`src/rtl/core/tte_pkg.sv`:
```
`default_nettype none
package tte_pkg;

    localparam logic [31:0] NO_LIMIT     = 32'hffffffff;
    localparam logic [31:0] INF_THRESH   = 32'h7fffffff;
    localparam logic [31:0] SQRT_TOP_BIT = 32'h40000000;
    localparam logic [5:0]  DIV_STEPS    = 6'd32;
    localparam logic [5:0]  SQRT_STEPS   = 6'd16;

    typedef enum logic [4:0] {
        CMD_NOP,
        CMD_LOAD,
        CMD_RES_ZERO,
        CMD_FREE,
        CMD_RES_HALF,
        CMD_WIN,
        CMD_DIV_TH,
        CMD_SS,
        CMD_SSP,
        CMD_DIV_LEFT,
        CMD_R,
        CMD_SENT,
        CMD_ALEFT,
        CMD_TOP,
        CMD_SSRT,
        CMD_B2,
        CMD_B3,
        CMD_RES_EARLY,
        CMD_CWTH,
        CMD_SQA,
        CMD_SQRT,
        CMD_CA,
        CMD_CAP,
        CMD_CALEFT,
        CMD_MRT,
        CMD_FIN
    } cmd_t;

    typedef struct packed {
        logic busy;
        logic left_zero;
        logic th_inf;
        logic left_le_pk;
        logic cw_lt_th;
        logic top_lt_th;
        logic left_gt_top;
    } status_t;

    function automatic logic [5:0] bit_len(input logic [31:0] v);
        logic [31:0] x;
        logic [5:0]  n;
        x = v;
        n = 6'd0;
        if (x[31:16] != 16'd0)
        begin
            n = n + 6'd16;
            x = x >> 16;
        end
        if (x[15:8] != 8'd0)
        begin
            n = n + 6'd8;
            x = x >> 8;
        end
        if (x[7:4] != 4'd0)
        begin
            n = n + 6'd4;
            x = x >> 4;
        end
        if (x[3:2] != 2'd0)
        begin
            n = n + 6'd2;
            x = x >> 2;
        end
        if (x[1])
            n = n + 6'd2;
        else if (x[0])
            n = n + 6'd1;
        return n;
    endfunction

    function automatic logic [31:0] ceil_log2(input logic [31:0] v);
        logic [31:0] r;
        if (v > 32'h80000000)
            r = 32'd32;
        else if (v <= 32'd1)
            r = 32'd0;
        else
            r = {26'd0, bit_len(v - 32'd1)};
        return r;
    endfunction

    function automatic logic [31:0] pow_two(input logic [31:0] k);
        logic [31:0] r;
        if (k >= 32'd32)
            r = 32'd0;
        else
            r = 32'd1 << k[4:0];
        return r;
    endfunction

endpackage
`default_nettype wire

```
`src/rtl/core/tte_in_if.sv`:
```
`default_nettype none
interface tte_in_if;
    logic        valid;
    logic        ready;
    logic [19:0] queued_packets;
    logic [19:0] free_window;
    logic [19:0] window;
    logic [30:0] threshold;
    logic [31:0] round_trip;

    modport source (output valid, queued_packets, free_window, window, threshold, round_trip,
                    input ready);
    modport sink (input valid, queued_packets, free_window, window, threshold, round_trip,
                  output ready);
endinterface
`default_nettype wire

```
`src/rtl/core/tte_out_if.sv`:
```
`default_nettype none
interface tte_out_if;
    logic        valid;
    logic        ready;
    logic [31:0] transfer_time;

    modport source (output valid, transfer_time, input ready);
    modport sink (input valid, transfer_time, output ready);
endinterface
`default_nettype wire

```
`src/rtl/core/tte_dp.sv`:
```
`default_nettype none
module tte_dp
    import tte_pkg::*;
(
    input  wire logic        clk,
    input  wire logic        rst_n,
    input  wire cmd_t        cmd,
    input  wire logic [19:0] queued_packets,
    input  wire logic [19:0] free_window,
    input  wire logic [19:0] window,
    input  wire logic [30:0] threshold,
    input  wire logic [31:0] round_trip,
    output status_t          status,
    output logic [31:0]      transfer_time
);

    logic [31:0] left_reg, fw_reg, cw_reg, th_reg, rt_reg, tt_reg;
    logic [31:0] ss_reg, pk_reg, top_reg, r_reg, acc_reg;
    logic [31:0] rem_reg, quo_reg, den_reg, bit_reg;
    logic [5:0]  cnt_reg;
    logic        sq_mode_reg;

    logic [31:0] mul_a, mul_b, prod;
    logic [31:0] two_cw, half_rt;
    logic [32:0] rem_sh;
    logic [31:0] rb;
    logic [31:0] r_calc;

    assign two_cw  = cw_reg << 1;
    assign half_rt = rt_reg >> 1;
    assign rem_sh  = {rem_reg, quo_reg[31]};
    assign rb      = quo_reg + bit_reg;
    assign r_calc  = ceil_log2(quo_reg + 32'd1);

    // one shared multiplier, result always lands in a register
    always_comb
    begin
        mul_a = cw_reg;
        mul_b = 32'd0;
        case (cmd)
            CMD_SSP:  mul_b = pow_two(ss_reg) - 32'd1;
            CMD_SENT: mul_b = pow_two(r_reg) - 32'd1;
            CMD_TOP:  mul_b = pow_two(ss_reg);
            CMD_SSRT:
            begin
                mul_a = ss_reg;
                mul_b = rt_reg;
            end
            CMD_SQA:
            begin
                mul_a = two_cw + 32'd1;
                mul_b = two_cw + 32'd1;
            end
            CMD_CAP:
            begin
                mul_a = r_reg;
                mul_b = two_cw + r_reg - 32'd1;
            end
            CMD_MRT:
            begin
                mul_a = rt_reg;
                mul_b = r_reg - 32'd1;
            end
            default: mul_b = 32'd0;
        endcase
    end

    assign prod = mul_a * mul_b;

    always_ff @(posedge clk or negedge rst_n)
    begin
        if (!rst_n)
        begin
            cnt_reg     <= 6'd0;
            sq_mode_reg <= 1'b0;
        end
        else if (cmd == CMD_DIV_TH || cmd == CMD_DIV_LEFT)
        begin
            cnt_reg     <= DIV_STEPS;
            sq_mode_reg <= 1'b0;
        end
        else if (cmd == CMD_SQRT)
        begin
            cnt_reg     <= SQRT_STEPS;
            sq_mode_reg <= 1'b1;
        end
        else if (cnt_reg != 6'd0)
            cnt_reg <= cnt_reg - 6'd1;
    end

    always_ff @(posedge clk)
    begin
        if (cnt_reg != 6'd0)
        begin
            if (sq_mode_reg)
            begin
                // one root bit per step
                if (rem_reg >= rb)
                begin
                    rem_reg <= rem_reg - rb;
                    quo_reg <= (quo_reg + (bit_reg << 1)) >> 1;
                end
                else
                    quo_reg <= quo_reg >> 1;
                bit_reg <= bit_reg >> 2;
            end
            else
            begin
                // restoring divide, one quotient bit per step
                if (rem_sh >= {1'b0, den_reg})
                begin
                    rem_reg <= 32'(rem_sh - {1'b0, den_reg});
                    quo_reg <= {quo_reg[30:0], 1'b1};
                end
                else
                begin
                    rem_reg <= rem_sh[31:0];
                    quo_reg <= {quo_reg[30:0], 1'b0};
                end
            end
        end
        case (cmd)
            CMD_LOAD:
            begin
                left_reg <= {12'd0, queued_packets};
                fw_reg   <= {12'd0, free_window};
                cw_reg   <= {12'd0, window};
                th_reg   <= {1'b0, threshold};
                rt_reg   <= round_trip;
            end
            CMD_RES_ZERO: tt_reg <= 32'd0;
            CMD_FREE: left_reg <= (left_reg > fw_reg) ? left_reg - fw_reg : 32'd0;
            CMD_RES_HALF: tt_reg <= half_rt;
            CMD_WIN:
            begin
                tt_reg <= rt_reg;
                if (two_cw <= th_reg)
                    cw_reg <= two_cw;
                else if (cw_reg < th_reg)
                    cw_reg <= th_reg;
                else
                    cw_reg <= cw_reg + 32'd1;
            end
            CMD_DIV_TH:
            begin
                rem_reg <= 32'd0;
                quo_reg <= th_reg;
                den_reg <= cw_reg;
            end
            CMD_DIV_LEFT:
            begin
                rem_reg <= 32'd0;
                quo_reg <= left_reg;
                den_reg <= cw_reg;
            end
            CMD_SS: ss_reg <= (th_reg == INF_THRESH) ? NO_LIMIT : ceil_log2(quo_reg);
            CMD_SSP: pk_reg <= (th_reg == INF_THRESH) ? NO_LIMIT : prod;
            CMD_R: r_reg <= (r_calc < 32'd1) ? 32'd1 : r_calc;
            CMD_SENT, CMD_SSRT, CMD_CAP, CMD_MRT: acc_reg <= prod;
            CMD_ALEFT: left_reg <= (left_reg > acc_reg) ? left_reg - acc_reg : 32'd0;
            CMD_TOP: top_reg <= prod;
            CMD_B2:
            begin
                tt_reg   <= tt_reg + acc_reg;
                left_reg <= left_reg - pk_reg;
            end
            CMD_B3:
            begin
                left_reg <= left_reg - top_reg;
                tt_reg   <= tt_reg + rt_reg;
                cw_reg   <= th_reg;
            end
            CMD_RES_EARLY: tt_reg <= tt_reg + half_rt;
            CMD_CWTH: cw_reg <= th_reg;
            CMD_SQA: acc_reg <= prod + (left_reg << 3);
            CMD_SQRT:
            begin
                rem_reg <= acc_reg;
                quo_reg <= 32'd0;
                bit_reg <= SQRT_TOP_BIT;
            end
            CMD_CA: r_reg <= (32'd0 - (two_cw - 32'd1) + quo_reg) >> 1;
            CMD_CALEFT:
                left_reg <= (left_reg > (acc_reg >> 1)) ? left_reg - (acc_reg >> 1) : 32'd0;
            CMD_FIN:
                tt_reg <= tt_reg + acc_reg + half_rt + ((left_reg != 32'd0) ? rt_reg : 32'd0);
            default: ;
        endcase
    end

    assign status.busy        = (cnt_reg != 6'd0);
    assign status.left_zero   = (left_reg == 32'd0);
    assign status.th_inf      = (th_reg == INF_THRESH);
    assign status.left_le_pk  = (left_reg <= pk_reg);
    assign status.cw_lt_th    = (cw_reg < th_reg);
    assign status.top_lt_th   = (top_reg < th_reg);
    assign status.left_gt_top = (left_reg > top_reg);
    assign transfer_time      = tt_reg;

endmodule
`default_nettype wire

```
`src/rtl/core/tte_ctrl.sv`:
```
`default_nettype none
module tte_ctrl
    import tte_pkg::*;
(
    input  wire logic    clk,
    input  wire logic    rst_n,
    input  wire logic    in_valid,
    output logic         in_ready,
    output logic         out_valid,
    input  wire logic    out_ready,
    input  wire status_t status,
    output cmd_t         cmd
);

    typedef enum logic [20:0] {
        S_IDLE   = 21'd1 << 0,
        S_CHK0   = 21'd1 << 1,
        S_CHK1   = 21'd1 << 2,
        S_WIN    = 21'd1 << 3,
        S_WTH    = 21'd1 << 4,
        S_SSP    = 21'd1 << 5,
        S_BR     = 21'd1 << 6,
        S_WL     = 21'd1 << 7,
        S_SENT   = 21'd1 << 8,
        S_ALEFT  = 21'd1 << 9,
        S_SSRT   = 21'd1 << 10,
        S_B2     = 21'd1 << 11,
        S_B3     = 21'd1 << 12,
        S_SQA    = 21'd1 << 13,
        S_SQS    = 21'd1 << 14,
        S_WSQ    = 21'd1 << 15,
        S_CAP    = 21'd1 << 16,
        S_CALEFT = 21'd1 << 17,
        S_MRT    = 21'd1 << 18,
        S_FIN    = 21'd1 << 19,
        S_OUT    = 21'd1 << 20
    } state_t;

    state_t state_reg, state_next;

    always_ff @(posedge clk or negedge rst_n)
    begin
        if (!rst_n)
            state_reg <= S_IDLE;
        else
            state_reg <= state_next;
    end

    assign in_ready  = (state_reg == S_IDLE);
    assign out_valid = (state_reg == S_OUT);

    always_comb
    begin
        state_next = state_reg;
        cmd        = CMD_NOP;
        case (state_reg)
            S_IDLE:
                if (in_valid)
                begin
                    cmd        = CMD_LOAD;
                    state_next = S_CHK0;
                end
            S_CHK0:
                if (status.left_zero)
                begin
                    cmd        = CMD_RES_ZERO;
                    state_next = S_OUT;
                end
                else
                begin
                    cmd        = CMD_FREE;
                    state_next = S_CHK1;
                end
            S_CHK1:
                if (status.left_zero)
                begin
                    cmd        = CMD_RES_HALF;
                    state_next = S_OUT;
                end
                else
                begin
                    cmd        = CMD_WIN;
                    state_next = S_WIN;
                end
            S_WIN:
                if (status.th_inf)
                begin
                    cmd        = CMD_SS;
                    state_next = S_SSP;
                end
                else
                begin
                    cmd        = CMD_DIV_TH;
                    state_next = S_WTH;
                end
            S_WTH:
                if (!status.busy)
                begin
                    cmd        = CMD_SS;
                    state_next = S_SSP;
                end
            S_SSP:
            begin
                cmd        = CMD_SSP;
                state_next = S_BR;
            end
            S_BR:
                if (status.left_le_pk)
                begin
                    cmd        = CMD_DIV_LEFT;
                    state_next = S_WL;
                end
                else if (status.cw_lt_th)
                begin
                    cmd        = CMD_TOP;
                    state_next = S_SSRT;
                end
                else
                begin
                    cmd        = CMD_SQA;
                    state_next = S_SQS;
                end
            S_WL:
                if (!status.busy)
                begin
                    cmd        = CMD_R;
                    state_next = S_SENT;
                end
            S_SENT:
            begin
                cmd        = CMD_SENT;
                state_next = S_ALEFT;
            end
            S_ALEFT:
            begin
                cmd        = CMD_ALEFT;
                state_next = S_MRT;
            end
            S_SSRT:
            begin
                cmd        = CMD_SSRT;
                state_next = S_B2;
            end
            S_B2:
            begin
                cmd        = CMD_B2;
                state_next = S_B3;
            end
            S_B3:
                if (!status.top_lt_th)
                begin
                    cmd        = CMD_CWTH;
                    state_next = S_SQA;
                end
                else if (status.left_gt_top)
                begin
                    cmd        = CMD_B3;
                    state_next = S_SQA;
                end
                else
                begin
                    cmd        = CMD_RES_EARLY;
                    state_next = S_OUT;
                end
            S_SQA:
            begin
                cmd        = CMD_SQA;
                state_next = S_SQS;
            end
            S_SQS:
            begin
                cmd        = CMD_SQRT;
                state_next = S_WSQ;
            end
            S_WSQ:
                if (!status.busy)
                begin
                    cmd        = CMD_CA;
                    state_next = S_CAP;
                end
            S_CAP:
            begin
                cmd        = CMD_CAP;
                state_next = S_CALEFT;
            end
            S_CALEFT:
            begin
                cmd        = CMD_CALEFT;
                state_next = S_MRT;
            end
            S_MRT:
            begin
                cmd        = CMD_MRT;
                state_next = S_FIN;
            end
            S_FIN:
            begin
                cmd        = CMD_FIN;
                state_next = S_OUT;
            end
            S_OUT:
                if (out_ready)
                    state_next = S_IDLE;
            default: state_next = S_IDLE;
        endcase
    end

endmodule
`default_nettype wire

```
`src/rtl/core/tcp_transfer_time_estimator_top.sv`:
```
// TCP transfer time estimator.
// Channel req carries one transaction per subflow query: queued packets, free
// window, window, slow start threshold and smoothed round trip. Channel rsp
// returns one transaction with the estimated transfer time, modulo 2^32.
// Both channels use valid/ready; a transaction moves when both are high.
// One transaction is in flight at a time: req.ready is high only while idle,
// and it rises again the cycle after the rsp transaction completes.
// The work from req accept to rsp valid depends on the branch: an empty queue
// or one that fits the free window needs no divider; slow start may end short
// of the threshold or run with an infinite threshold; congestion avoidance
// runs the 32-step divider and then the 16-step square root; and slow start
// can run the divider twice, on the threshold and then on the queue.
// The shared restoring divider gives one quotient bit per cycle and the square
// root unit one root bit per cycle.
// Reset clears the sequencer to idle; rsp.valid drops and req.ready rises.
// When rsp stalls, the result is held on rsp and no new req is taken until
// the result transaction completes.
`default_nettype none
module tcp_transfer_time_estimator_top
    import tte_pkg::*;
(
    input  wire logic clk,
    input  wire logic rst_n,
    tte_in_if.sink    req,
    tte_out_if.source rsp
);

    cmd_t    cmd;
    status_t status;

    // sequencer: handshake and step order
    tte_ctrl u_ctrl (
        .clk       (clk),
        .rst_n     (rst_n),
        .in_valid  (req.valid),
        .in_ready  (req.ready),
        .out_valid (rsp.valid),
        .out_ready (rsp.ready),
        .status    (status),
        .cmd       (cmd)
    );

    // registers, shared multiplier, divider and square root
    tte_dp u_dp (
        .clk            (clk),
        .rst_n          (rst_n),
        .cmd            (cmd),
        .queued_packets (req.queued_packets),
        .free_window    (req.free_window),
        .window         (req.window),
        .threshold      (req.threshold),
        .round_trip     (req.round_trip),
        .status         (status),
        .transfer_time  (rsp.transfer_time)
    );

endmodule
`default_nettype wire

```
`src/flat_wrapper.sv`:
```
// flat-port wrapper written by rule: the top's interface ports become plain ports
module tcp_transfer_time_estimator_top_flat import tte_pkg::*;
  (clk, rst_n, req_valid, req_queued_packets, req_free_window, req_window, req_threshold, req_round_trip, req_ready, rsp_valid, rsp_transfer_time, rsp_ready);
  tte_in_if req_i ();
  tte_out_if rsp_i ();
  input  wire logic clk;
  input  wire logic rst_n;
  input wire logic [$bits(req_i.valid)-1:0] req_valid;
  input wire logic [$bits(req_i.queued_packets)-1:0] req_queued_packets;
  input wire logic [$bits(req_i.free_window)-1:0] req_free_window;
  input wire logic [$bits(req_i.window)-1:0] req_window;
  input wire logic [$bits(req_i.threshold)-1:0] req_threshold;
  input wire logic [$bits(req_i.round_trip)-1:0] req_round_trip;
  output wire logic [$bits(req_i.ready)-1:0] req_ready;
  output wire logic [$bits(rsp_i.valid)-1:0] rsp_valid;
  output wire logic [$bits(rsp_i.transfer_time)-1:0] rsp_transfer_time;
  input wire logic [$bits(rsp_i.ready)-1:0] rsp_ready;
  assign req_i.valid = req_valid;
  assign req_i.queued_packets = req_queued_packets;
  assign req_i.free_window = req_free_window;
  assign req_i.window = req_window;
  assign req_i.threshold = req_threshold;
  assign req_i.round_trip = req_round_trip;
  assign req_ready = req_i.ready;
  assign rsp_valid = rsp_i.valid;
  assign rsp_transfer_time = rsp_i.transfer_time;
  assign rsp_i.ready = rsp_ready;
  tcp_transfer_time_estimator_top u_core (.clk(clk), .rst_n(rst_n), .req(req_i), .rsp(rsp_i));
endmodule
```
`config.mk`:
```
export PLATFORM = sky130hd
export DESIGN_NAME = tcp_transfer_time_estimator_top_flat
export DESIGN_NICKNAME = d
export VERILOG_FILES = /design/src/rtl/core/tte_pkg.sv /design/src/rtl/core/tte_in_if.sv /design/src/rtl/core/tte_out_if.sv /design/src/rtl/core/tte_dp.sv /design/src/rtl/core/tte_ctrl.sv /design/src/rtl/core/tcp_transfer_time_estimator_top.sv /design/src/flat_wrapper.sv
export SDC_FILE = /design/constraint.sdc
export NUM_CORES = 2
export LEC_CHECK = 0
export ABC_CLOCK_PERIOD_IN_PS = 13840
export BUFFER_PORTS_ARGS = -buffer_cell sky130_fd_sc_hd__buf_2
export CAP_MARGIN = 20
export CORE_MARGIN = 4
export CORE_UTILIZATION = 40
export CTS_CLUSTER_SIZE = 24
export DETAILED_ROUTE_END_ITERATION = 10
export PLACE_DENSITY = 0.59
export SLEW_MARGIN = 30
export SYNTH_ARGS = -nofsm -noshare
export SYNTH_HDL_FRONTEND = slang
export SYNTH_SLANG_ARGS = --single-unit
```
`constraint.sdc`:
```
create_clock -name clk -period 13.84 [get_ports clk]
set_clock_uncertainty 0.2 [all_clocks]
set_input_delay 1.384 -clock clk [delete_from_list [all_inputs] [get_ports clk]]
set_output_delay 1.384 -clock clk [all_outputs]
set_load 0.02 [all_outputs]
```
; ---- Yosys cells after proc, flatten, opt, wreduce, memory -nomap -nowiden
; Cells that the tools add are included.
[op_classes]
n_lt_le_gt_ge = 17
reduce_logical = 29
n_mul = 1
muxes = 122
n_eq_ne = 53
addsub = 39
n_shift = 2
[ops]
columns = operator, count
row1 = two-way mux 32 bit, 17
row2 = one-hot mux 32 bit (7 select lines), 2
row3 = one-hot mux 21 bit (20 select lines), 1
row4 = adder 32 bit, 7
row5 = subtractor 32 x 1 -> 32 bit (second input constant), 7
row6 = two-way mux 6 bit, 37
row7 = one-hot mux 32 bit (2 select lines), 3
row8 = one-hot mux 32 bit (3 select lines), 2
row9 = one-hot mux 32 bit (6 select lines), 1
row10 = two-way mux 21 bit, 9
row11 = subtractor 32 bit, 5
row12 = one-hot mux 32 bit (4 select lines), 1
row13 = two-way mux 16 bit, 7
row14 = one-hot mux 5 bit (20 select lines), 1
row15 = adder 32 x 1 -> 32 bit (second input constant), 3
row16 = adder 32 x 31 -> 32 bit, 3
row17 = greater-or-equal comparator 32 x 6 -> 1 bit (second input constant), 2
row18 = greater-than comparator 32 bit, 2
row19 = greater-than comparator 32 bit (second input constant), 2
row20 = <= comparator 32 x 1 -> 1 bit (second input constant), 2
row21 = less-than comparator 32 x 31 -> 1 bit, 2
row22 = left shift 1 x 5 -> 32 bit (first input constant), 2
row23 = two-way mux 8 bit, 7
row24 = == test 5 bit (second input constant), 10
row25 = other kinds (66), 128
[word_totals]
output_inout_bits = 34
in_bits = 127
register_bits = 479

; ---- Depth between registers and ports, before layout
[logic_depth]
word_depth = 26
ltp_mapped = 66
mapped_depth_nobuf = 62

; ---- Cells and area by module
; From an unflattened synthesis, not the netlist that was laid out.
[hier_totals]
cells_unflattened = 7993
hier_area_um2 = 66356.1
[modules_own_cells]
columns = module, area_per_inst_um2, seq_area_each_um2, cells_per_inst, instances
row1 = tte_dp, 64817.2, 12777.3, 7812, 1
row2 = tte_ctrl, 1539.0, 526.8, 181, 1

; ---- Worst setup path before layout
; No wires, ideal clock.
[synth_timing]
path_kind = register to register
from = reg u_core.u_ctrl.state_reg[9]
to = reg u_core.u_dp.acc_reg[31], data pin
setup_ns = 0.261
required_ns = 13.379
n_path_buf = 10
setup_slack_ns = -0.082
arrival_ns = 13.461
stages_incl_launch_ff = 57
synth_period_minus_slack_ns = 13.922
path_cell_list = dfrtp_1 buf_2 or4_1 buf_2 nor3_2 nand2_1 nor3_2 nand2_1 inv_2 nor4_1 and3_1 or2_1 buf_2 buf_6 clkbuf_1 clkbuf_1 clkbuf_1 clkbuf_1 [... 21 more ...] ha_1 or2_2 a21oi_1 a31oi_1 a21o_1 a21o_1 a21o_1 a21o_1 a21o_1 a21o_1 a21oi_1 nor2b_1 o21ai_0 nand2b_1 a21oi_1 xor2_1 nor2_1 xnor2_1
[synth_via]
elab_chain_cells = 7
elab_cells_between_ends = 34
cone_classes = add/sub: 1 / mul: 1 / eq/ne: 27 / mux: 4 / reduce/logical: 1
[synth_rtl]
columns = item, line
row1 = start: declaration, tte_ctrl.sv:39  ; state_t state_reg, state_next;
row2 = start signal: assignment, tte_ctrl.sv:46  ; state_reg <= state_next;
row3 = == test 21 x 1 -> 1 bit (*), --
row4 = via req_ready, flat_wrapper.sv:14  ; output wire logic [$bits(req_i.ready)-1:0] req_ready;
row5 = one-hot mux 5 bit (20 select lines) (*), tte_ctrl.sv:56  ; case (state_reg)
row6 = == test 5 bit (tied with other cells), "tte_dp.sv:40, tte_dp.sv:122"
row7 = one-hot mux 32 bit (7 select lines) or one-hot mux 32 bit (4 select lines) (tied branches), tte_dp.sv:40  ; case (cmd)
row8 = multiplier 32 x 32 -> 32 bit (*), tte_dp.sv:68  ; assign prod = mul_a * mul_b;
row9 = via u_core.u_dp.prod[19], tte_dp.sv:23  ; logic [31:0] mul_a, mul_b, prod;
row10 = adder 32 bit (*), tte_dp.sv:175  ; CMD_SQA: acc_reg <= prod + (left_reg << 3);
row11 = one-hot mux 32 bit (2 select lines) (*), tte_dp.sv:122  ; case (cmd)
row12 = end signal: assignment, tte_dp.sv:159  ; CMD_SENT, CMD_SSRT, CMD_CAP, CMD_MRT: acc_reg <= prod;
row13 = end signal: assignment, tte_dp.sv:175
row14 = end: declaration, tte_dp.sv:18  ; logic [31:0] ss_reg, pk_reg, top_reg, r_reg, acc_reg;
; Mark *: on every way through the listed nets, which the timed path passes. The rest lies on a longest branch.
; A chain may end at the register's enable or synchronous reset.

; ---- Worst setup path in the final report
[layout_timing]
from = reg u_core.u_dp.cw_reg[0]
to = reg u_core.u_dp.acc_reg[31], data pin
[layout_via]
elab_chain_cells = 9
elab_cells_between_ends = 20
cone_classes = add/sub: 4 / mul: 1 / order compare: 1 / eq/ne: 7 / mux: 6 / reduce/logical: 1
[layout_rtl]
columns = item, line
row1 = start: declaration, tte_dp.sv:17  ; logic [31:0] left_reg, fw_reg, cw_reg, th_reg, rt_reg, tt_reg;
row2 = start signal: assignment, tte_dp.sv:127  ; cw_reg <= {12'd0, window};
row3 = start signal: assignment, tte_dp.sv:138  ; cw_reg <= two_cw;
row4 = start signal: assignment, tte_dp.sv:140  ; cw_reg <= th_reg;
row5 = "parallel branches: the longest is 8 deep, another holds adder 32 bit", --
row6 = one-hot mux 32 bit (2 select lines) (*), tte_dp.sv:122
; Mark *: on every way between the ends.

==> results.md <==
* Initial antenna violation count at 11
* R2R Path End: u_core.u_dp.acc_reg[31]
* H-tree depth at 2
* FFs w/ async S/R, synth at 6.18%
* Dominant combinational cell family by area after synthesis: adder cells
* PwrDens at 167 mW/mm^2
* Max-slew violation total from the final report at 0
* CP Capture Type: register
* Startpoint of the lowest-slack register-to-register path: u_core.u_dp.cw_reg[0]
* Total global-route track usage at 34.4%
* Hold violation total from the final report at 0
* Hold path depth at 2
* Min-delay worst type: register to register
* Result of the run: finished clean
* Worst r2r path cells at 60
* Count of input and output buffers at 160
* Count of pins on the block boundary at 161
* Largest net degree at the start of global routing at 68
* Critical Setup Path Class: register to register
* Worst skew pair latency at 0.71 ns
* Achievable Freq at 74.9 MHz
* Cell area after synthesis at 0.0668 sq mm
* Synth Area per Inst at between 8 and 9 sq um
* Layout filler cell count at between 15,000 and 20,000
* Remaining design rule violation count at 0
* Global-route congestion overflow total at 0
* Number of maximum-capacitance constraint violations at 0
* Fraction of final layout cells with drive strength greater than 1 at 14.7%
* Part of the Yosys area used for sequential elements at around a fifth
* Wire length of the first global-routing pass at 439 mm
* Flops & latches, synth at 453
* CTS root buf: sky130_fd_sc_hd__clkbuf_16
* Reg-to-reg slack, setup at 0.48 ns
* Initial core utilization at 40.4%
* Static Leakage at approximately 0.036 uW
* Synthesized-area fraction occupied by ao, oa, aoi and oai cells at a little under a fifth
* Dpl hpwl at 253 mm
* Post-layout nets at 9,996
* Hold slack at 0.304 ns
* Number of standard cells in the layout, taps in and fillers out at 10,953
* Number of distinct library cell variants in the gate-level netlist after synthesis at 110
* CP required at 14.08 ns
* Clock sink total at 453
* Count of warnings emitted by yosys at 0
* Most used DFF post-synth: sky130_fd_sc_hd__edfxtp_1
* Core area at ~0.17 sq mm
* Max-Slew Margin vs Limit at approximately 27%
* Die area at 0.174 sq mm
* Clock transition time at the flip-flop clock pins of the worst setup and hold paths at 0.06 ns
* Post-detailed-route via-to-cell ratio at ~5.9
* Number of cell rows at roughly 150
* Hold Crit Start: u_core.u_dp.bit_reg[0]
* Total routed wirelength at about 310 mm
* Arr. time, crit path at 13.59 ns
* Via count of the first global-routing pass at 63,061
* Maximum fanout along the worst path at 3
* Post-synthesis mux area share at 1.02%
* Number of failing setup endpoints in the final timing report at 0
* Share of synthesized cell area in full adder, half adder and majority cells at 26.8%
* Worst Tran Pin Value at 1.09 ns
* Post-detailed-route wirelength per cell at 28.2 um
* Post-synthesis xor/xnor area fraction at roughly 7.7%
* Final critical delay including setup and external delays at 13.36 ns
* CP max stage cell: sky130_fd_sc_hd__fa_1
* Largest stage delay, worst path at between 0.5 and 0.6 ns
* Net count of the mapped netlist at 9,336
* Maximum clock path buffer count at 3
* Last weighted congestion value of the routability-driven placer at about 1.0
* End of the worst hold path: u_core.u_dp.bit_reg[0]
* Setup repair after global routing missed its margin: yes
* Worst IR Drop VDD at ~0.000097 V
* CTS Hold Bufs at 0
* Worst slack at placement at -0.328 ns
* Die extent in x at 417 um
* CTS Buf Count at 56
* Synthesized-area fraction occupied by and/or/nand/nor cells at 18.0%
* Clock tree from TritonCTS: done
* Drt pass-1 iters at 8
* Die extent in y at about 420 um
* Post-route setup slack at 0.483 ns
* Kind of start point of the critical path: register
* Most common cell on crit path: sky130_fd_sc_hd__xnor2_1
* Final worst-path cycle share at 96.5%
* Area grow syn2layout at 16.5%
* Dpl cells at about 11,000
* Via count at ~65,000
* Post-DRT Antenna Nets at 0
* Instance count of the mapped netlist at 8,049
* Iteration-0 DRC Markers at 6,580
* Number of synthesized flops with an enable pin at 409
cells in the final DEF (no fill, tap or decap), drive strengths merged, types with 109 or more instances in the layout:
| master | synthesis | routed |
|---|---|---|
| inv | 1069 | 1071 |
| xnor2 | 380 | 380 |
| ha | 708 | 708 |
| edfxtp | 409 | 409 |
| xor2 | 192 | 192 |
| nand2 | 796 | 796 |
| nor2 | 605 | 605 |
| a21o | 149 | 149 |
| o21ai | 491 | 491 |
| buf | 39 | 923 |
| nand2b | 132 | 132 |
| nand3 | 149 | 149 |
| a21oi | 487 | 487 |
| fa | 452 | 452 |
| nor3 | 165 | 165 |
| nor2b | 109 | 109 |
cells by family after synthesis:
family / Yosys count
simple gates: 2484
compound gates: 1915
buf+inv: 1392
fa+ha+maj: 1160
xor+xnor: 578
flops: 453
mux: 67
worst max path at each step:
| stage | start | to | slack, ns |
|---|---|---|---|
| 4_1_cts | u_core.u_dp.cw_reg[0] | u_core.u_dp.acc_reg[31] | 0.007 |
| 3_3_place_gp | u_core.u_dp.cw_reg[0] | u_core.u_dp.acc_reg[31] | -0.37 |
| 5_1_grt | u_core.u_dp.cw_reg[0] | u_core.u_dp.acc_reg[31] | -0.08 |
| 2_1_floorplan | u_core.u_dp.cw_reg[0] | u_core.u_dp.acc_reg[31] | 0.17 |
| 6_report | u_core.u_dp.cw_reg[0] | u_core.u_dp.acc_reg[31] | 0.48 |
| 3_5_place_dp | u_core.u_dp.cw_reg[0] | u_core.u_dp.acc_reg[31] | -0.33 |
cells in the mapped netlist (50+ instances only):
master,count,area share [%]
sky130_fd_sc_hd__or2_2,66,0.62
sky130_fd_sc_hd__fa_1,452,14
sky130_fd_sc_hd__and3_1,57,0.53
sky130_fd_sc_hd__nand3_1,147,1.1
sky130_fd_sc_hd__nor2b_1,109,1.0
sky130_fd_sc_hd__xnor2_1,379,5.0
sky130_fd_sc_hd__inv_1,1062,6.0
sky130_fd_sc_hd__xor2_1,192,2.5
sky130_fd_sc_hd__nor3_1,160,1.2
sky130_fd_sc_hd__o21a_1,50,0.56
sky130_fd_sc_hd__nand2b_1,132,1.2
sky130_fd_sc_hd__and2_1,66,0.62
sky130_fd_sc_hd__a21oi_1,486,3.6
sky130_fd_sc_hd__edfxtp_1,409,18
sky130_fd_sc_hd__o21ai_0,479,3.6
sky130_fd_sc_hd__mux2i_1,56,0.84
sky130_fd_sc_hd__nor4_1,75,0.70
sky130_fd_sc_hd__clkbuf_1,282,1.6
sky130_fd_sc_hd__nand2_1,794,4.5
sky130_fd_sc_hd__a221oi_1,85,1.1
sky130_fd_sc_hd__o21bai_1,97,1.1
sky130_fd_sc_hd__nand4_1,105,0.98
sky130_fd_sc_hd__nor2_1,603,3.4
sky130_fd_sc_hd__a21o_1,149,1.7
sky130_fd_sc_hd__ha_1,708,13
stage by stage:
| stage | total power (uW) | instance area (sq um) | util, % | setup TNS, ns |
|---|---|---|---|---|
| finish | 13000 | 77900 | 47.0 | 0 |
| detailed placement | 11000 | 75100 | 45.4 | -0.914 |
| global route | 13800 | 77800 | 47.0 | -0.220 |
| CTS | 12700 | 77100 | 46.5 | 0 |
| global placement | 10900 | 75000 | 45.3 | -1.03 |
| floorplan | 7950 | 66800 | - | 0 |
cell type report:
type                       count  area, sq um  area share, %
multi-input combinational   6204        49000           62.9
sequential                   453        13300           17.1
timing repair buffer         923         6870           8.82
inverter                    1071         4020           5.17
tap                         2189         2740           3.52
clock buffer                  66         1480           1.90
clock inverter                38          473          0.607
antenna                        9         22.5         0.0289
routing by layer:
metal / GRT usage (%) / wire length, um
met1: 42.7 / 121000
met2: 55.0 / 138000
met3: 5.48 / 23500
met4: 23.8 / 26200
met5: 0 / 24
worst max-delay path: cells and delay by family, from the launching register on:
family / cells / cell delay, ns
DFF: 1 / 0.39
AOI/OAI and AO/OA: 15 / 2.80
and+or+nand+nor: 5 / 0.66
xor gates and xnor gates: 21 / 3.97
buffers and inverters: 8 / 0.53
adders and majority gates: 11 / 4.53
power breakdown:
| group | switching (uW) | internal [uW] | leakage (uW) |
|---|---|---|---|
| registers | 403 | 1980 | 0.00431 |
| logic | 5580 | 3430 | 0.0309 |
| clock network | 683 | 950 | 0.000935 |
what timing repair did:
| item | 4_1_cts | 5_1_grt |
|---|---|---|
| endpoints found under the setup margin | 3 | 6 |
| setup buffers | 0 | 37 |
| gates resized for setup | 8 | 109 |
| pin swaps | 7 | 46 |
(Power assumes the default switching activity.)
